--- config.mk ---
export PLATFORM = sky130hd
export DESIGN_NAME = des_ctrl
export DESIGN_NICKNAME = d
export VERILOG_FILES = /design/src/hw/rtl/des_pkg.sv /design/src/hw/rtl/des_ctrl.sv
export SDC_FILE = /design/constraint.sdc
export NUM_CORES = 1
export LEC_CHECK = 0
export ABC_CLOCK_PERIOD_IN_PS = 1800
export BUFFER_PORTS_ARGS = -buffer_cell sky130_fd_sc_hd__buf_2
export CAP_MARGIN = 20
export CORE_AREA = 2 2 39 41
export DETAILED_ROUTE_END_ITERATION = 7
export DIE_AREA = 0 0 41 43
export GPL_TIMING_DRIVEN = 0
export PLACE_DENSITY = 0.58
export SLEW_MARGIN = 20
export SYNTH_ARGS = -nofsm -noshare
export SYNTH_HDL_FRONTEND = slang
export SYNTH_SLANG_ARGS = --single-unit
--- constraint.sdc ---
create_clock -name i_clk -period 1.8 [get_ports i_clk]
set_clock_uncertainty 0.1 [all_clocks]
set_input_delay 0.18 -clock i_clk [delete_from_list [all_inputs] [get_ports i_clk]]
set_output_delay 0.18 -clock i_clk [all_outputs]
set_load 0.01 [all_outputs]
--- src/hw/rtl/des_pkg.sv ---
package des_pkg;

    localparam int CNT_W      = 16;
    localparam int TIME_W     = 32;
    localparam int CPR_W      = 16;
    localparam int MINI_W     = 10;
    localparam int CIRC_W     = 20;
    localparam int SPEED_W    = 32;
    localparam int DIST_W     = 48;
    localparam int DEN_W      = CPR_W + TIME_W;
    localparam int CFG_IDX_W  = 4;
    localparam int CFG_DATA_W = 20;
    localparam int IN_DATA_W  = TIME_W + 2 * CNT_W;
    localparam int OUT_DATA_W = 2 * SPEED_W + 2 * DIST_W;

    localparam int SPEED_FRAC_BITS_DEF = 8;
    localparam int SUM_WIDTH_DEF       = 40;

    // 60 s per minute times 1000 ms per second
    localparam int                   RPM_SCALE_W = 16;
    localparam logic [RPM_SCALE_W-1:0] RPM_SCALE = 16'd60000;

    localparam logic [CPR_W-1:0]  CPR_RST      = 16'd30000;
    localparam logic [MINI_W-1:0] MINI_RST     = 10'd10;
    localparam logic [CIRC_W-1:0] CIRC_RST     = 20'd204203;
    localparam logic              INV_RST      = 1'b1;
    localparam logic [CNT_W-1:0]  LAST_CNT_RST = 16'd32767;

    localparam logic OP_CLEAR = 1'b1;

    typedef enum logic [CFG_IDX_W-1:0] {
        CFG_CPR      = 4'd0,
        CFG_MIN_INT  = 4'd1,
        CFG_CIRC     = 4'd2,
        CFG_INV_LEFT = 4'd3
    } t_cfg_idx;

    typedef enum logic [3:0] {
        ST_IDLE,
        ST_CHECK,
        ST_SPD_MUL,
        ST_SPD_START,
        ST_SPD_DIV,
        ST_SPD_STORE,
        ST_DIST_MUL,
        ST_DIST_SUM,
        ST_DIST_START,
        ST_DIST_DIV,
        ST_DIST_STORE,
        ST_OUT
    } t_state;

    typedef struct packed {
        logic capture;
        logic clear_sums;
        logic first;
        logic update;
        logic spd_mul;
        logic div_start;
        logic spd_store;
        logic dist_mul;
        logic dist_sum;
        logic dist_store;
        logic load_out;
    } t_cmd;

    typedef struct packed {
        logic clear_op;
        logic started;
        logic interval_ok;
        logic div_done;
    } t_sts;

endpackage

--- src/hw/rtl/des_ctrl.sv ---
module des_ctrl (
    input  logic           i_clk,
    input  logic           i_rst_n,
    input  logic           i_s_valid,
    output logic           o_s_ready,
    input  logic           i_m_ready,
    output logic           o_m_valid,
    input  des_pkg::t_sts  i_sts,
    output des_pkg::t_cmd  o_cmd
);

    des_pkg::t_state r_state;
    des_pkg::t_state n_state;
    logic            r_out_valid;
    logic            n_out_valid;

    always_comb begin
        n_state = r_state;
        case (r_state)
            des_pkg::ST_IDLE: begin
                if (i_s_valid) begin
                    n_state = des_pkg::ST_CHECK;
                end
            end
            des_pkg::ST_CHECK: begin
                if (!i_sts.clear_op && i_sts.started && i_sts.interval_ok) begin
                    n_state = des_pkg::ST_SPD_MUL;
                end else begin
                    n_state = des_pkg::ST_DIST_MUL;
                end
            end
            des_pkg::ST_SPD_MUL:   n_state = des_pkg::ST_SPD_START;
            des_pkg::ST_SPD_START: n_state = des_pkg::ST_SPD_DIV;
            des_pkg::ST_SPD_DIV: begin
                if (i_sts.div_done) begin
                    n_state = des_pkg::ST_SPD_STORE;
                end
            end
            des_pkg::ST_SPD_STORE:  n_state = des_pkg::ST_DIST_MUL;
            des_pkg::ST_DIST_MUL:   n_state = des_pkg::ST_DIST_SUM;
            des_pkg::ST_DIST_SUM:   n_state = des_pkg::ST_DIST_START;
            des_pkg::ST_DIST_START: n_state = des_pkg::ST_DIST_DIV;
            des_pkg::ST_DIST_DIV: begin
                if (i_sts.div_done) begin
                    n_state = des_pkg::ST_DIST_STORE;
                end
            end
            des_pkg::ST_DIST_STORE: n_state = des_pkg::ST_OUT;
            des_pkg::ST_OUT: begin
                if (!r_out_valid || i_m_ready) begin
                    n_state = des_pkg::ST_IDLE;
                end
            end
            default: n_state = des_pkg::ST_IDLE;
        endcase
    end

    always_comb begin
        o_cmd     = '0;
        o_s_ready = 1'b0;
        case (r_state)
            des_pkg::ST_IDLE: begin
                o_s_ready     = 1'b1;
                o_cmd.capture = i_s_valid;
            end
            des_pkg::ST_CHECK: begin
                if (i_sts.clear_op) begin
                    o_cmd.clear_sums = 1'b1;
                end else if (!i_sts.started) begin
                    o_cmd.first = 1'b1;
                end else if (i_sts.interval_ok) begin
                    o_cmd.update = 1'b1;
                end
            end
            des_pkg::ST_SPD_MUL:    o_cmd.spd_mul    = 1'b1;
            des_pkg::ST_SPD_START:  o_cmd.div_start  = 1'b1;
            des_pkg::ST_SPD_STORE:  o_cmd.spd_store  = 1'b1;
            des_pkg::ST_DIST_MUL:   o_cmd.dist_mul   = 1'b1;
            des_pkg::ST_DIST_SUM:   o_cmd.dist_sum   = 1'b1;
            des_pkg::ST_DIST_START: o_cmd.div_start  = 1'b1;
            des_pkg::ST_DIST_STORE: o_cmd.dist_store = 1'b1;
            des_pkg::ST_OUT:        o_cmd.load_out   = !r_out_valid || i_m_ready;
            default: ;
        endcase
    end

    assign n_out_valid = o_cmd.load_out ? 1'b1 : (i_m_ready ? 1'b0 : r_out_valid);

    always_ff @(posedge i_clk) begin
        if (!i_rst_n) begin
            r_state     <= des_pkg::ST_IDLE;
            r_out_valid <= 1'b0;
        end else begin
            r_state     <= n_state;
            r_out_valid <= n_out_valid;
        end
    end

    assign o_m_valid = r_out_valid;

endmodule

# Word-level counts from Yosys, hierarchy flattened
# Cells that the tools add are included.
# W data, S select, Z words.
[word_totals]
register_bits = 5
output_inout_bits = 13
word_cells = 49
[op_classes]
eq_ne = 15
n_mux = 23
reduce_logical = 9
[op_table]
columns = ["cell", "count"]
rows = [
  ["$pmux W4 S12", 1],
  ["$eq A4 B3 Y1 const B", 4],
  ["$eq A4 B4 Y1 const B", 4],
  ["$mux W4", 4],
  ["$mux W1", 15],
  ["$eq A4 B2 Y1 const B", 2],
  ["$ne A2 B2 Y1 const B", 4],
  ["$mux W3", 2],
  ["$eq A4 B1 Y1 const B", 1],
  ["$logic_not A4 Y1", 1],
  ["$reduce_and A4 Y1", 1],
  ["$logic_and A1 B1 Y1", 2],
  ["$logic_not A1 Y1", 2],
  ["$mux W2", 1],
  ["$reduce_bool A2 Y1", 1],
  ["$reduce_or A2 Y1", 1],
  ["$logic_or A1 B1 Y1", 1],
]

# Logic depth before layout (Yosys ltp)
# Gate-level depths: netlist of the first run.
[logic_depth]
depth_word = 5
ltp_mapped = 5

# Worst setup path before layout of the first run
# OpenSTA, ideal clock, no wires.
[synth_timing]
kind = "reg-to-reg"
startpoint = "register r_state[1]"
endpoint = "register r_state[0]"
arrival_ns = 1.308
t_required_ns = 1.577
path_slack_ns = 0.269
path_stages_with_launch = 5
period_less_slack_ns = 1.531
path_cell_list = "dfxtp_1 nor4_1 nor2b_1 or4b_1 a21oi_2"
[synth_via]
elab_chain_len = 3
elab_cells_between_ends = 18
[synth_lines]
columns = ["item", "line_no", "text"]
rows = [
  ["start, declared", "des_ctrl.sv:12", "des_pkg::t_state r_state;"],
  ["start signal, assigned", "des_ctrl.sv:91", "r_state <= des_pkg::ST_IDLE;"],
  ["start signal, assigned", "des_ctrl.sv:94", "r_state <= n_state;"],
  ["$eq A4 B4 Y1, or another cell as far along", "des_ctrl.sv:19", "case (r_state)"],
  ["$ne A2 B2 Y1 (no source line)", "n/a", ""],
  ["$reduce_and A4 Y1 (no source line)", "n/a", ""],
]
# Several ways; a longest one is shown, not always the timed one.
# A chain may end at the register's enable or synchronous reset.

==> impl_metrics.csv, run 1 <==
group,metric,value,unit
drt,wl_met1,495,um
drt,route.met2.wl,454,um
power,p_leak,0.280,nW
job,cap_violations,0,
place,hpwlAfterDp,758,um
drt,wire_per_inst,10.3,um
synth,synth_edf_count,0,
die,die_w,41,um
synth,synth_largest_area_cell,"dfxtp_1",
critical_path,cp.arrival,1440,ps
place,io_buffers,20,
critical_path,worstSetupStartpointType,"register",
cells_and_area,postLayoutCellArea,599,sq um
cts,cts_setup_buffers,0,
cts,clock-sinks,5,
power,ir_drop,525,uV
synth,ys.flop_type,"dfxtp_1",
drt,wl,1.01,mm
critical_path,critPathKind,"reg2out",
cells_and_area,layout.cells.non_filler,98,
sta,relSlewSlack,0.751,
die,num_rows,14,
sta,finalCriticalPeriod,1720,ps
synth,yosys-top-cells-area,"dfxtp_1 24%, a21oi_1 8.2%, nand3b_1 5.3%",
drt,dr.pass1.iters,3,
die,io_pins,21,
run_status,outcome,"finished, final reports clean",
hold_path,hold_path_class,"in2reg",
drt,drt_iter0_drc,9,
synth,avgSynthCellArea,7.21,sq um
cts,cts_tree,"done",
drt,maxUsedRoutingLayer,"met3",
drt,wl_met3,64,um
drt,drcViolationCount,0,
synth,yosysSeqAreaShare,0.235,
cts,cts-hold-fix-buffers,0,
critical_path,r2r-start,"r_state[2]",
place,placed_area,546,sq um
synth,synth_most_common_cell,"a21oi_1",
grt,antenna_found_initial,0,
grt,grt_pass1_wl,1.49,mm
synth,netlist_instances,59,
critical_path,cp_max_fo,10,
drt,viasPerCell,5.00,
power,power_density,1160,nW/um^2
hold_path,hold_start,"i_rst_n",
grt,overflow,0,
die,die_y,43,um
sta,setup_viol,0,
grt,grt_max_degree,16,
die,initial_core_util,0.307,
critical_path,endpoint_kind,"primary output",
cts,ctsHtreeMaxLevel,1,
cells_and_area,drive_gt1_frac,0.451,
synth,async_flop_share,0,
critical_path,r2r_setup_slack,250,ps
critical_path,reg2reg_to,"r_state[0]",
place,dp.cells,95,
synth,synthTopCellsByCount,"7 x a21oi_1, 5 x dfxtp_1, 4 x nor2_1, 4 x nor3_1",
cts,clk_path_buf_depth,2,
place,gp_congestion,0.759,
grt,first_global_vias,374,
critical_path,required,1520,ps
synth,synth_warnings,0,
cts,cts_buffers,3,
sta,finalWorstSetupSlack,79.9,ps
critical_path,reg2reg_depth,4,
sta,slew_viol_final,0,
synth,synth_cell_type_count,28,
sta,fmax,581,MHz
synth,synth_top_area_frac,0.235,
cts,clk_root_buffer_cell,"clkbuf_4",
cells_and_area,postLayoutCoreUtil,0.433,
cells_and_area,n_antenna_cell,0,
die,core_area,1380,sq um
sta,grt_setup_unrepaired,"no",
place,pre_cts_slack,159,ps
synth,ys_ff_latch,5,
sta,fin_crit_sh,0.956,
sta,tightest_slew,371,ps
grt,grtUsageTotal,0.127,
synth,synthesis.area,425,sq um
cells_and_area,fin_nets,91,
cts,clk_latency,240,ps
hold_path,min_to,"r_state[3]",
cells_and_area,area_delta_synth_final,40.9,%
synth,syn_nets,67,
drt,ant_nets,0,
hold_path,holdPathStages,3,
drt,vias,490,
sta,hold_viol,0,
sta,tns,0,ps
die,dieArea,1760,sq um
cts,path_clk_slew,50,ps
==> cells by family after synthesis <==
family / share of synthesized area
simple gates: 0.471
compound gates: 0.185
buf+inv: 0.109
flops: 0.235
==> what timing repair did <==
| item | 4_1_cts | 5_1_grt |
|---|---|---|
| setup endpoints to repair | 3 | 7 |
| resized for setup | 3 | 8 |
| pin swaps | 0 | 0 |
==> power breakdown <==
group | total, mW | switching (mW) | leakage, nW | internal (mW)
Sequential | 0.186 | 0.0456 | 0.0419 | 0.141
Combinational | 0.376 | 0.196 | 0.221 | 0.180
Clock | 0.132 | 0.0514 | 0.0177 | 0.0807
==> sequential cells by signal, indices dropped and copies added (netlist names) <==
register   flops
r_state        4
o_m_valid      1
==> per-stage QoR <==
| step | power (mW) | hold slack, ps |
|---|---|---|
| CTS | 0.675 | 62.6 |
| global placement | 0.533 | 341 |
| detailed placement | 0.533 | 338 |
| global route | 0.759 | 57.0 |
| floorplan | 0.430 | 218 |
| finish | 0.694 | 74.7 |
==> cell type report <==
| type | instances | area (sq um) |
|---|---|---|
| Clock buffer | 3 | 22.5 |
| Fill cell | 153 | 785 |
| Buffer | 5 | 36.3 |
| Timing Repair Buffer | 20 | 100 |
| Clock inverter | 1 | 5.00 |
| Inverter | 3 | 11.3 |
| Multi-Input combinational cell | 45 | 302 |
| Sequential cell | 5 | 103 |
| Tap cell | 16 | 20.0 |
==> worst max-delay path by stage <==
stage | from | endpoint | cells past startpoint
global route | r_state[3] | o_cmd[5] | 4
finish | r_state[1] | o_cmd[5] | 4
CTS | r_state[1] | o_cmd[5] | 4
floorplan | r_state[1] | r_state[0] | 4
detailed placement | r_state[3] | o_cmd[5] | 4
global placement | r_state[3] | o_cmd[5] | 4
==> critical path, stage by stage (launching register included) <==
cell and delay (ps):
dfxtp_1 350, buf_2 190, or3b_1 380, a21oi_1 130
buf_2 140
==> layout by cell type, fill, tap and decap left out, drive strengths merged <==
cell type	n
o21ai	3
or3b	2
clkinv	1
nor2b	3
nand2b	2
clkbuf	4
buf	24
nor4	2
dfxtp	5
and2	1
nand4b	1
and3	1
nor3b	1
or3	2
or4b	1
nor4b	1
a21oi	8
inv	3
nor2	4
nor4bb	1
nor3	4
a211oi	1
o31ai	1
nand3b	3
nand2	3
==> layer usage <==
layer / up-vias / global-route usage
met1: 220 / 0.161
met4: 0 / 0.0200
met5: - / 0
li1: 257 / -
met2: 13 / 0.172
met3: 0 / 0.0942
Note: power is estimated with default switching activity, not from simulation.
==> run 2, diff against run 1 <==
--- a/config.mk
+++ b/config.mk
@@ -5,6 +5,7 @@
 export SDC_FILE = /design/constraint.sdc
 export NUM_CORES = 1
 export LEC_CHECK = 0
+export ABC_AREA = 1
 export ABC_CLOCK_PERIOD_IN_PS = 1800
 export BUFFER_PORTS_ARGS = -buffer_cell sky130_fd_sc_hd__buf_2
 export CAP_MARGIN = 20
@@ -12,7 +13,7 @@
 export DETAILED_ROUTE_END_ITERATION = 7
 export DIE_AREA = 0 0 41 43
 export GPL_TIMING_DRIVEN = 0
-export PLACE_DENSITY = 0.58
+export PLACE_DENSITY = 0.55
 export SLEW_MARGIN = 20
 export SYNTH_ARGS = -nofsm -noshare
 export SYNTH_HDL_FRONTEND = slang
==> run 2 against run 1 <==
Net effect:
- worst setup slack gained 75 ps
- via count decreased by 5.3%
- count of clock-buffer cells in the layout is 1 higher
- cell area decreased by 12%
- critical path depth unchanged
- sequential share of layout area up 1.8 points
- clock power down 4%
- sequential cell count is the same
- sequential power increased by 21%
- synthesized area decreased by 10%
- total power grew 23%
- critical path type unchanged
- critical endpoint is now o_cmd[0]
- largest power group unchanged
- highest routed layer unchanged
==> impl_metrics.csv, run 2 <==
group,metric,value,unit
hold_path,hold_path_class,"in2reg",
cells_and_area,postLayoutCellArea,528,sq um
place,placed_area,502,sq um
cells_and_area,fillers,172,
sta,relSlewSlack,0.800,
grt,grt_max_degree,8,
synth,syn_nets,77,
cells_and_area,largest_reg_flops,4,
power,power,855,uW
sta,finalCriticalPeriod,1650,ps
cells_and_area,final_common_cell,"buf_2",
cells_and_area,n_antenna_cell,0,
place,pre_cts_slack,419,ps
drt,ant_nets,0,
critical_path,required,1520,ps
synth,synth_top_area_frac,0.262,
cells_and_area,multi_input_area,221,sq um
cells_and_area,fin_nets,102,
sta,finalWorstSetupSlack,155,ps
die,dieArea,1760,sq um
die,num_rows,14,
synth,synth_most_common_cell,"nand2_1",
critical_path,critPathKind,"reg2out",
drt,viasPerCell,4.26,
grt,grt_pass1_wl,1.50,mm
cells_and_area,layout.cells.non_filler,109,
power,power_density,1620,nW/um^2
critical_path,cp_max_fo,5,
cts,cts-hold-fix-buffers,0,
drt,wl,971,um
job,cap_violations,0,
cts,cts_setup_buffers,0,
synth,synthesis.area,382,sq um
sta,tns,0,ps
sta,fmax,608,MHz
synth,synthTopCellsByCount,"16 x nand2_1, 14 x nor2_1, 12 x inv_1",
cells_and_area,layout_common_cells,"20 x buf_2, 16 x nand2_1, 14 x nor2_1",
synth,yosysSeqAreaShare,0.262,
critical_path,r2r-start,"r_state[2]",
sta,slew_viol_final,0,
sta,whs,80.6,ps
critical_path,endpoint_kind,"primary output",
sta,setup_viol,0,
synth,ys_ff_latch,5,
drt,drt_iter0_drc,6,
place,hpwlAfterDp,812,um
cells_and_area,drive_gt1_frac,0.312,
place,dp.cells,105,
cts,cts_resized,0,
die,die_w,41,um
grt,first_global_vias,390,
die,die_y,43,um
power,ir_drop,495,uV
place,io_buffers,20,
synth,synth_cell_type_count,14,
cts,cts_buffers,3,
sta,fin_crit_sh,0.914,
die,core_area,1380,sq um
power,p_leak,0.312,nW
synth,netlist_instances,69,
cts,ctsHtreeMaxLevel,1,
cts,cts_tree,"done",
drt,wire_per_inst,8.91,um
critical_path,cp.arrival,1370,ps
critical_path,worstSetupStartpoint,"r_state[3]",
cts,path_clk_slew,40,ps
sta,hold_viol,0,
synth,yosys-top-cells-area,"dfxtp_1 26%, nand2_1 16%, nor2_1 14%",
drt,dr.pass1.iters,2,
synth,synth_warnings,0,
cts,clk_root_buffer_cell,"clkbuf_4",
sta,tightest_slew,300,ps
die,io_pins,21,
run_status,outcome,"finished, final reports clean",
synth,async_flop_share,0,
cts,clock-sinks,5,
die,initial_core_util,0.276,
grt,antenna_found_initial,0,
cells_and_area,top_register,"r_state",
synth,synth_largest_area_cell,"dfxtp_1",
drt,drcViolationCount,0,
cts,clk_path_buf_depth,2,
hold_path,hold_start,"i_rst_n",
cells_and_area,area_delta_synth_final,38.4,%
critical_path,worstSetupStartpointType,"register",
cells_and_area,postLayoutCoreUtil,0.382,
sta,grt_setup_unrepaired,"no",
grt,grtUsageTotal,0.125,
drt,vias,464,
grt,overflow,0,
synth,synth_edf_count,0,
cells_and_area,regArea,100,sq um
place,gp_congestion,0.751,
synth,ys.flop_type,"dfxtp_1",
cts,clk_latency,240,ps
synth,avgSynthCellArea,5.53,sq um
[run 2: final timing paths]
check                    end  slack [ps]  cells past startpoint
setup / recovery    o_cmd[0]         150                      4
hold reg to reg    o_m_valid         490                      4
hold / removal    r_state[0]          80                      3
setup reg to reg  r_state[3]         420                      7
[run 2: final cells by class]
type,instances,share of cell area
Multi-Input combinational cell,49,0.419
Sequential cell,5,0.190
Timing Repair Buffer,20,0.190
Inverter,14,0.0995
Clock buffer,4,0.0498
Tap cell,16,0.0379
Buffer,1,0.0142
[run 2: metal layers]
layer / global-route usage / routed length [um] / up-vias
li1: - / - / 260
met1: 0.152 / 452 / 194
met2: 0.194 / 474 / 10
met3: 0.0628 / 44 / 0
met4: 0.0200 / 0 / 0
met5: 0 / 0 / -
[run 2: worst max-delay path: stages (launching register included)]
cell     delay [ps]
dfxtp_1         420
inv_1           140
nor4_2          310
buf_4           150
buf_2           110
[run 2: logic make-up (layout without fill, tap and decap cells)]
group                  count (synthesis)  count (layout)  share of synthesized area
AND/OR/NAND/NOR                       43              43                      0.492
buffers and inverters                 15              39                      0.157
AO/OA/AOI/OAI                          6               6                     0.0885
flip-flops                             5               5                      0.262
[run 2: power by group]
part           switching [mW]  internal [mW]  leakage, nW
Clock                  0.0431         0.0836       0.0150
Combinational           0.323          0.180        0.256
Sequential             0.0701          0.155       0.0411
==> run 3, diff against run 2 <==
--- a/config.mk
+++ b/config.mk
@@ -10,11 +10,12 @@
 export BUFFER_PORTS_ARGS = -buffer_cell sky130_fd_sc_hd__buf_2
 export CAP_MARGIN = 20
 export CORE_AREA = 2 2 39 41
+export CTS_BUF_LIST = sky130_fd_sc_hd__clkbuf_2
 export DETAILED_ROUTE_END_ITERATION = 7
 export DIE_AREA = 0 0 41 43
 export GPL_TIMING_DRIVEN = 0
 export PLACE_DENSITY = 0.55
-export SLEW_MARGIN = 20
+export SLEW_MARGIN = 30
 export SYNTH_ARGS = -nofsm -noshare
 export SYNTH_HDL_FRONTEND = slang
 export SYNTH_SLANG_ARGS = --single-unit
==> run 3 against run 2 <==
Net effect:
- hold slack better by 15 ps
- maximum frequency increased by 2.4%
- critical path depth unchanged
- sequential cell count did not move
==> impl_metrics.csv, run 3 (synthesis results as in run 2) <==
group,metric,value,unit
run_status,outcome,"finished, final reports clean",
critical_path,endpoint_kind,"primary output",
sta,hold_viol,0,
power,ir_drop,437,uV
cts,cts_resized,0,
place,pre_cts_slack,419,ps
cells_and_area,fin_nets,102,
drt,dr.pass1.iters,4,
place,hpwlAfterDp,812,um
place,placed_area,502,sq um
drt,wl,935,um
die,dieArea,1760,sq um
sta,fin_crit_sh,0.892,
drt,ant_nets,0,
power,p_leak,0.314,nW
job,cap_violations,0,
cts,ctsHtreeMaxLevel,1,
drt,drcViolationCount,0,
die,io_pins,21,
die,initial_core_util,0.276,
cts,cts-hold-fix-buffers,0,
critical_path,worstSetupStartpointType,"register",
die,die_w,41,um
cts,clk_path_buf_depth,2,
grt,grt_max_degree,8,
cts,cts_tree,"done",
cells_and_area,drive_gt1_frac,0.323,
sta,slew_viol_final,0,
sta,finalCriticalPeriod,1610,ps
cts,clk_latency,220,ps
die,num_rows,14,
hold_path,hold_start,"i_rst_n",
critical_path,worstSetupStartpoint,"r_state[1]",
grt,grt_pass1_wl,1.44,mm
sta,relSlewSlack,0.808,
grt,antenna_found_initial,0,
cells_and_area,largest_reg_flops,4,
cells_and_area,layout_common_cells,"20 x buf_2, 16 x nand2_1, 14 x nor2_1",
grt,first_global_vias,377,
critical_path,cp.arrival,1330,ps
drt,drt_iter0_drc,4,
sta,tightest_slew,287,ps
power,power_density,1590,nW/um^2
cells_and_area,final_common_cell,"buf_2",
hold_path,hold_path_class,"in2reg",
cells_and_area,top_register,"r_state",
grt,overflow,0,
drt,wire_per_inst,8.58,um
sta,setup_viol,0,
critical_path,cp_max_fo,5,
cells_and_area,postLayoutCellArea,522,sq um
drt,vias,465,
grt,grtUsageTotal,0.120,
cells_and_area,n_antenna_cell,0,
die,core_area,1380,sq um
cts,cts_buffers,3,
cts,cts_setup_buffers,0,
critical_path,critPathKind,"reg2out",
sta,tns,0,ps
cts,clock-sinks,5,
sta,fmax,623,MHz
critical_path,r2r-start,"r_state[2]",
cts,path_clk_slew,60,ps
die,die_y,43,um
sta,finalWorstSetupSlack,194,ps
place,gp_congestion,0.751,
drt,viasPerCell,4.27,
place,io_buffers,20,
cells_and_area,area_delta_synth_final,36.7,%
critical_path,required,1520,ps
cts,clk_root_buffer_cell,"clkbuf_2",
sta,grt_setup_unrepaired,"no",
==> run 3: cell count changes in the layout (fill, tap and decap cells not counted) <==
cell      previous run  this run
clkbuf_2             0         4
clkbuf_4             3         0
clkbuf_1             1         0
==> run 3: where the power goes <==
group          switching [mW]  internal [mW]  total, mW
Combinational           0.322          0.180      0.502
Sequential             0.0666          0.155      0.222
Clock                  0.0468         0.0589      0.106
==> run 3: final cells by class <==
cell class,count,area [sq um]
inverters,14,52.6
flip-flops and latches,5,100
fillers,168,862
plain buffers,1,7.51
multi-input cells,49,221
repair buffers,20,100
clock buffers,4,20.0
well taps,16,20.0
==> run 3: path summary, 6_finish.rpt <==
path                                    to  slack (ps)  cells after the start
worst min-delay path            r_state[0]         100                      3
worst min register to register   o_m_valid         490                      4
worst max-delay path              o_cmd[0]         190                      4
worst max register to register  r_state[3]         440                      7
==> run 3: metrics by stage <==
step	power, mW	instances	util	hold slack (ps)
3_5_place_dp	0.732	105	0.363	326
4_1_cts	0.839	109	0.377	84.5
2_1_floorplan	0.574	69	-	201
5_1_grt	0.932	109	0.377	68.8
6_report	0.829	109	0.377	96.1
3_3_place_gp	0.728	105	0.363	324
==> run 3: metal layers <==
metal / part of all wire / track usage
met1: 0.44 / 0.148
met2: 0.47 / 0.181
met3: 0.087 / 0.0628
met4: 0 / 0.0200
met5: 0 / 0
==> run 3: worst max-delay path: stages (launching register included) <==
cell and delay (ps):
dfxtp_1 410, nand2_1 160, nor4_2 280, buf_4 150, buf_2 110
